$ cat src/rtl/core/ffha_pkg.sv
package ffha_pkg;

    localparam int HEAP_GRANULES = 4096;
    localparam int IDX_W = $clog2(HEAP_GRANULES);
    localparam int GRAN_W = IDX_W + 1;
    localparam logic [GRAN_W-1:0] NONE_MARK = GRAN_W'(HEAP_GRANULES);
    localparam logic [GRAN_W-1:0] MIN_GRANULES = GRAN_W'(2);

    localparam logic [1:0] ST_DONE = 2'd0;
    localparam logic [1:0] ST_ALLOC_FAIL = 2'd1;
    localparam logic [1:0] ST_FREE_BAD = 2'd2;

    localparam logic KIND_ALLOC = 1'b0;
    localparam logic KIND_FREE = 1'b1;

    // Sequencer steps; the datapath acts on the step it is told.
    localparam int STEP_W = 5;
    localparam logic [STEP_W-1:0] S_CLEAR = 5'd0;
    localparam logic [STEP_W-1:0] S_IDLE = 5'd1;
    localparam logic [STEP_W-1:0] S_DISP = 5'd2;
    localparam logic [STEP_W-1:0] S_WALK = 5'd3;
    localparam logic [STEP_W-1:0] S_WALK_W = 5'd4;
    localparam logic [STEP_W-1:0] S_TOP = 5'd5;
    localparam logic [STEP_W-1:0] S_RM_RD = 5'd6;
    localparam logic [STEP_W-1:0] S_RM_WR = 5'd7;
    localparam logic [STEP_W-1:0] S_SPLIT = 5'd8;
    localparam logic [STEP_W-1:0] S_SPL2 = 5'd9;
    localparam logic [STEP_W-1:0] S_F_HD = 5'd10;
    localparam logic [STEP_W-1:0] S_MG_RD = 5'd11;
    localparam logic [STEP_W-1:0] S_MG_P = 5'd12;
    localparam logic [STEP_W-1:0] S_MG_PW = 5'd13;
    localparam logic [STEP_W-1:0] S_MG_SUM = 5'd14;
    localparam logic [STEP_W-1:0] S_MG_SET = 5'd15;
    localparam logic [STEP_W-1:0] S_PS1 = 5'd16;
    localparam logic [STEP_W-1:0] S_PS2 = 5'd17;
    localparam logic [STEP_W-1:0] S_DONE = 5'd18;

    typedef struct packed {
        logic        kind;
        logic [15:0] request_bytes;
        logic [15:0] free_address;
    } t_in_item;

    typedef struct packed {
        logic [15:0] address;
        logic [1:0]  status;
        logic [12:0] merged_granules;
    } t_out_item;

    typedef struct packed {
        logic [STEP_W-1:0] step;
        logic              load;
    } t_dp_cmd;

    typedef struct packed {
        logic kind;
        logic req_zero;
        logic free_bad;
        logic cur_none;
        logic fit;
        logic split;
        logic hdr_inuse;
        logic nfree;
        logic pfree;
        logic clr_last;
    } t_dp_stat;

endpackage

$ cat src/rtl/core/ffha_ctrl.sv
module ffha_ctrl
    import ffha_pkg::*;
(
    input  logic     i_clk,
    input  logic     i_rst_n,
    input  logic     start,
    input  t_dp_stat i_stat,
    output t_dp_cmd  o_cmd,
    output logic     busy,
    output logic     o_done
);

    logic [STEP_W-1:0] r_state, n_state;
    logic [STEP_W-1:0] r_ret, n_ret;

    always_ff @(posedge i_clk) begin
        if (!i_rst_n) begin
            r_state <= S_CLEAR;
            r_ret <= S_IDLE;
        end else begin
            r_state <= n_state;
            r_ret <= n_ret;
        end
    end

    always_comb begin
        n_state = r_state;
        n_ret = r_ret;
        case (r_state)
            S_CLEAR: begin
                if (i_stat.clr_last) n_state = S_IDLE;
            end
            S_IDLE: begin
                if (start) n_state = S_DISP;
            end
            S_DISP: begin
                if (i_stat.kind == KIND_ALLOC) begin
                    n_state = i_stat.req_zero ? S_DONE : S_WALK;
                end else begin
                    n_state = i_stat.free_bad ? S_DONE : S_F_HD;
                end
            end
            S_WALK: begin
                n_state = i_stat.cur_none ? S_TOP : S_WALK_W;
            end
            S_WALK_W: begin
                if (i_stat.fit) begin
                    n_state = S_RM_RD;
                    n_ret = S_SPLIT;
                end else begin
                    n_state = S_WALK;
                end
            end
            S_TOP: n_state = S_DONE;
            S_RM_RD: n_state = S_RM_WR;
            S_RM_WR: n_state = r_ret;
            S_SPLIT: begin
                n_state = i_stat.split ? S_SPL2 : S_DONE;
            end
            S_SPL2: n_state = S_MG_RD;
            S_F_HD: begin
                n_state = i_stat.hdr_inuse ? S_MG_RD : S_DONE;
            end
            S_MG_RD: n_state = S_MG_P;
            S_MG_P: n_state = S_MG_PW;
            S_MG_PW: begin
                if (i_stat.nfree) begin
                    n_state = S_RM_RD;
                    n_ret = S_MG_SUM;
                end else begin
                    n_state = S_MG_SUM;
                end
            end
            S_MG_SUM: begin
                if (i_stat.pfree) begin
                    n_state = S_RM_RD;
                    n_ret = S_MG_SET;
                end else begin
                    n_state = S_MG_SET;
                end
            end
            S_MG_SET: n_state = S_PS1;
            S_PS1: n_state = S_PS2;
            S_PS2: n_state = S_DONE;
            S_DONE: n_state = S_IDLE;
            default: n_state = S_IDLE;
        endcase
    end

    assign o_cmd.step = r_state;
    assign o_cmd.load = (r_state == S_IDLE) && start;
    assign busy = (r_state != S_IDLE);
    assign o_done = (r_state == S_DONE);

endmodule

$ cat config.mk
export PLATFORM = sky130hd
export DESIGN_NAME = ffha_ctrl
export DESIGN_NICKNAME = d
export VERILOG_FILES = /design/src/rtl/core/ffha_pkg.sv /design/src/rtl/core/ffha_ctrl.sv
export SDC_FILE = /design/constraint.sdc
export NUM_CORES = 1
export LEC_CHECK = 0
export ABC_CLOCK_PERIOD_IN_PS = 2000
export BUFFER_PORTS_ARGS = -buffer_cell sky130_fd_sc_hd__buf_2
export CORE_MARGIN = 2
export CORE_UTILIZATION = 40
export CTS_BUF_LIST = sky130_fd_sc_hd__clkbuf_4
export DETAILED_ROUTE_END_ITERATION = 8
export REMOVE_ABC_BUFFERS = 1
export SYNTH_ARGS = -nofsm -noshare
export SYNTH_HDL_FRONTEND = slang
export SYNTH_SLANG_ARGS = --single-unit
$ cat constraint.sdc
create_clock -name i_clk -period 2 [get_ports i_clk]
set_input_delay 0.1 -clock i_clk [delete_from_list [all_inputs] [get_ports i_clk]]
set_output_delay 0.1 -clock i_clk [all_outputs]
set_load 0.005 [all_outputs]
After elaboration in Yosys (flattened, before gate mapping) --
Index checks and enable logic that the tools add are counted.
Word-level totals: bits in registers 10, output and inout bits 8, word-level logic and storage cells 48
Operators by class: eq/ne operators 24, multiplexer cells 16, reductions and logical operators 6
Operator list (number):
- 5-bit one-hot mux with 17 select lines | 1
- 5-bit 2-to-1 mux | 10
- 5-bit by 4-bit equality test with 1-bit output, second input constant | 8
- 5-bit by 3-bit equality test with 1-bit output, second input constant | 4
- 5-bit equality test, second input constant | 3
- 5-bit one-hot mux with 3 select lines | 1
- 5-bit by 2-bit equality test with 1-bit output, second input constant | 2
- 2-bit inequality test, second input constant | 5
- 4-bit 2-to-1 mux | 2
- 5-bit by 1-bit equality test with 1-bit output, second input constant | 1
- 5-bit logical NOT | 1
- 5-bit by 1-bit inequality test with 1-bit output, second input constant | 1
- 4-bit AND reduction | 1
- 3-bit 2-to-1 mux | 1
- 3-bit nonzero test | 1
- 2-bit AND reduction | 1
- 2-bit OR reduction | 1
- 1-bit logical AND | 1
- 1-bit 2-to-1 mux | 1

Longest topological paths before layout --
word-level depth 3, mapped depth 6

Worst setup path after synthesis --
Ideal clock, no wire load.
path type register to register, start point register r_state[4], end point register r_ret[0], data arrival time 1.318 ns, slack 0.560 ns, stages on the path, launching flop included 6, buffers on the path 1, clock period less this slack 1.440 ns, cells stage by stage dfxtp_1 buf_2 and2b_2 o311ai_1 a211o_1 a221o_1
Between the ends: longest elaborated chain between the ends 3, elaborated cells between the ends (all ways) 9, classes of those cells eq/ne: 6; mux: 1; reduce/logical: 2
RTL lines:
- start, declared | line ffha_ctrl.sv:13 | logic [STEP_W-1:0] r_state, n_state;
- start signal, assigned | line ffha_ctrl.sv:21 | r_state <= n_state;
- 5-bit by 3-bit equality test with 1-bit output / 5-bit by 4-bit equality test with 1-bit output (equally long branches) | line ffha_ctrl.sv:29 | case (r_state)
- 2-bit inequality test (no source line) / 3-bit nonzero test (equally long branches)
- 4-bit AND reduction (no source line)
- end signal, assigned | line ffha_ctrl.sv:22 | r_ret <= n_ret;
- end, declared | line ffha_ctrl.sv:14 | logic [STEP_W-1:0] r_ret, n_ret;
Several ways; a longest one is shown, not always the timed one. A chain may end at the register's enable or synchronous reset.

Worst setup path after layout --
start point register r_state[3], end point register r_ret[0]
The elaborated chain is that of the path after synthesis.

==> qor.txt <==
================================================================================
Final HPWL from detailed placement ................................      1390 um
Kind of launch point of the worst setup path ......................         flop
Global Route Usage Sum ............................................        0.197
Number of iterations in the first detailed-routing pass ...........            4
# Max-Cap Violations ..............................................            0
Cells after DPL ...................................................          125
Sum of routed wire length over all layers .........................      1830 um
Post-detailed-route via-to-cell ratio .............................         5.91
Last weighted congestion value of the routability-driven placer ...        0.787
Number of flops mapped to enable cells by yosys ...................            0
Worst slew pin tran ...............................................     0.598 ns
Setup Crit Path Kind ..............................................      reg2reg
Met1 layer wirelength in the final routing ........................       798 um
Buffers on Ports ..................................................           20
Insertion delay to the later sink of the worst-skew pair ..........      0.26 ns
Clock tree from TritonCTS .........................................        built
Distinct cell type count of the synthesized netlist ...............           41
End of the worst register-to-register path ........................     r_ret[0]
Clock H-tree levels ...............................................            1
# rows ............................................................           15
Number of antenna violations at the first check in global routing .            0
Setup Total Neg Slack .............................................         0 ns
Share of the synthesized area in the top cell type ................        0.225
Run status ........................................................ complete, no violations
Die extent in y ...................................................      46.2 um
Top cells by area in the synthesized netlist ...................... sky130_fd_sc_hd__dfxtp_1 (23%), sky130_fd_sc_hd__a21oi_1 (4.2%), sky130_fd_sc_hd__nand2_1 (3.7%)
Max transition margin .............................................        0.601
Cts-stage hold buffer count .......................................            0
Worst Hold Endpoint ...............................................   r_state[0]
Fmax achieved .....................................................    0.587 GHz
Worst R2R Start ...................................................   r_state[3]
Clock Tree Buf Depth ..............................................            2
Worst reg2reg path depth ..........................................            4
Clock-pin slew on the worst setup and hold paths ..................      0.05 ns
Worst setup path start ............................................   r_state[3]
End-of-flow core utilization ......................................        0.489
Final non-filler cell total .......................................          128
Area of the die ...................................................  0.00213 mm2
Top layer in use ..................................................         met3
Antenna-violating nets left .......................................            0
Min-Delay Path Depth ..............................................            3
Detailed router's first-iteration violation count .................           21
Initial core utilization ..........................................        0.421
PwrDens ...........................................................   486 mW/mm2
Final critical-path share of the clock period .....................        0.851
Static power due to leakage .......................................     0.362 nW
Average wire per cell in the routed design ........................      14.3 um
Register area share after synthesis ...............................        0.225
Overflow left after global routing ................................            0
Met2 layer wire length in the routed design .......................       874 um
Maximum number of pins on one net before global-route repair ......           22
Final worst path period need ......................................      1.70 ns
Total clock buffers created by CTS ................................            3
Sum of met3 wire segment lengths after detailed routing ...........       152 um
Signal arrival time at the worst endpoint .........................      1.85 ns
Area of the mapped netlist ........................................      711 um2
Top_reg_cell synth ................................................ sky130_fd_sc_hd__dfxtp_1
Fin Clk Skew ......................................................  0.000783 ns
Share of post-route cells with drive strength above 1 .............        0.288
Nature of the critical path endpoint ..............................         flop
Share of synthesized flip-flops with an asynchronous set or reset .            0
Data required time of the worst path ..............................      2.14 ns
Via count of the first global-routing pass ........................          635
Core Area .........................................................  0.00169 mm2
DR DRC count ......................................................            0
Worst hold path type ..............................................       in2reg
Post-CTS setup-driven buffer insertion count ......................            0
Final count of pins violating max slew ............................            0
Worst-path fanout max .............................................           21
Syn Inst Count ....................................................           93
Ant diodes ........................................................            0
Most area-hungry cell type in the Yosys netlist ................... sky130_fd_sc_hd__dfxtp_1
I/O Pins ..........................................................           21
RSZ-0062 raised after global routing ..............................           no
Setup slack of the worst register-to-register path ................      0.30 ns
#FFs+latches synth ................................................            8
Post-CTS resize count .............................................            0
Mean Syn Cell Area ................................................     7.64 um2
Cell at the root of the clock tree ................................ sky130_fd_sc_hd__clkbuf_4
Vias ..............................................................          757
First-pass GRT wire length ........................................      2990 um
Total of warnings raised by yosys .................................            0
Number of hold violations in the final report .....................            0
Final setup violation count .......................................            0
Layout Area Growth over Synthesis .................................        16.2%
Net count of the finished layout ..................................          126
Maximum ir drop on the vdd rail ...................................   0.000307 V
Sink count of the clock tree ......................................            8
Worst Min Path Start ..............................................      i_rst_n
X dimension of the die ............................................      46.2 um
================================================================================
-- power by group --
group / switching (mW) / leakage (nW) / internal (mW) / total [mW]
clock network: 0.0571 / 0.0138 / 0.0688 / 0.126
registers: 0.0140 / 0.0648 / 0.164 / 0.178
logic: 0.0487 / 0.284 / 0.0482 / 0.0969
total: 0.120 / 0.362 / 0.281 / 0.401
-- final cells by class --
| class | count | area, um2 |
|---|---|---|
| well taps | 17 | 21.3 |
| multi-input cells | 72 | 480 |
| repair buffers | 23 | 123 |
| inverters | 5 | 18.8 |
| clock buffers | 3 | 22.5 |
| flip-flops and latches | 8 | 160 |
| fillers | 174 | 863 |
-- state kept, by name (all words and copies together), names as in the netlist --
register and count:
r_state 5, r_ret 3
-- layout by cell type (no fill, tap or decap), types with 2 or more instances in the layout --
cell / netlist / final
sky130_fd_sc_hd__buf_2: 5 / 20
sky130_fd_sc_hd__a211o_1: 2 / 2
sky130_fd_sc_hd__and2b_2: 3 / 3
sky130_fd_sc_hd__nor3_1: 5 / 5
sky130_fd_sc_hd__a21oi_1: 6 / 6
sky130_fd_sc_hd__buf_4: 0 / 3
sky130_fd_sc_hd__nand2b_1: 2 / 2
sky130_fd_sc_hd__nor2_1: 5 / 5
sky130_fd_sc_hd__clkbuf_4: 0 / 3
sky130_fd_sc_hd__o21ai_0: 4 / 4
sky130_fd_sc_hd__a211oi_1: 2 / 2
sky130_fd_sc_hd__o2111ai_1: 2 / 2
sky130_fd_sc_hd__mux2i_1: 2 / 2
sky130_fd_sc_hd__dfxtp_1: 8 / 8
sky130_fd_sc_hd__and3_1: 2 / 2
sky130_fd_sc_hd__nand2_1: 7 / 7
sky130_fd_sc_hd__nor2b_1: 4 / 4
sky130_fd_sc_hd__inv_1: 5 / 5
sky130_fd_sc_hd__o31a_1: 2 / 2
sky130_fd_sc_hd__nand4b_1: 2 / 2
sky130_fd_sc_hd__or4_1: 2 / 2
-- worst max path at each step --
stage / end / slack (ns) / cells after the start
global placement: r_ret[0] / 0.34 / 4
detailed placement: r_ret[2] / 0.31 / 4
finish: r_ret[0] / 0.30 / 4
global route: r_ret[2] / 0.19 / 4
floorplan: r_ret[0] / 0.45 / 4
CTS: r_ret[0] / 0.31 / 4
-- layer usage --
metal / GRT usage / up-vias
li1: - / 383
met1: 0.271 / 347
met2: 0.306 / 27
met3: 0.0588 / 0
met4: 0.0343 / 0
met5: 0 / -
-- per-stage QoR --
step                setup WS (ns)  power, mW  instance area, um2  hold WS (ns)
floorplan                   0.447      0.234                 659         0.219
global placement            0.344      0.279                 803         0.370
detailed placement          0.307      0.278                 803         0.368
CTS                         0.311      0.407                 826        0.0905
global route                0.194      0.428                 826        0.0891
finish                      0.297      0.401                 826        0.0998
-- kinds of logic after synthesis --
| kind of cell | after synthesis | share of synthesized area |
|---|---|---|
| buffers and inverters | 13 | 0.0986 |
| muxes | 3 | 0.0440 |
| AOI/OAI and AO/OA | 28 | 0.278 |
| DFF | 8 | 0.225 |
| and+or+nand+nor | 41 | 0.354 |
-- synth_stat cells (3+ instances only) --
cell type / instances
sky130_fd_sc_hd__dfxtp_1: 8
sky130_fd_sc_hd__nand2_1: 7
sky130_fd_sc_hd__a21oi_1: 6
sky130_fd_sc_hd__buf_2: 5
sky130_fd_sc_hd__inv_1: 5
sky130_fd_sc_hd__nor2_1: 5
sky130_fd_sc_hd__nor3_1: 5
sky130_fd_sc_hd__nor2b_1: 4
sky130_fd_sc_hd__o21ai_0: 4
sky130_fd_sc_hd__and2b_2: 3
-- critical path, stage by stage (launching register included) --
cell and delay, ns:
sky130_fd_sc_hd__dfxtp_1 0.70, sky130_fd_sc_hd__and2_2 0.26, sky130_fd_sc_hd__a211oi_1 0.05, sky130_fd_sc_hd__a211o_1 0.30, sky130_fd_sc_hd__a221o_1 0.29
No activity file was read; power rests on OpenSTA's default activity.
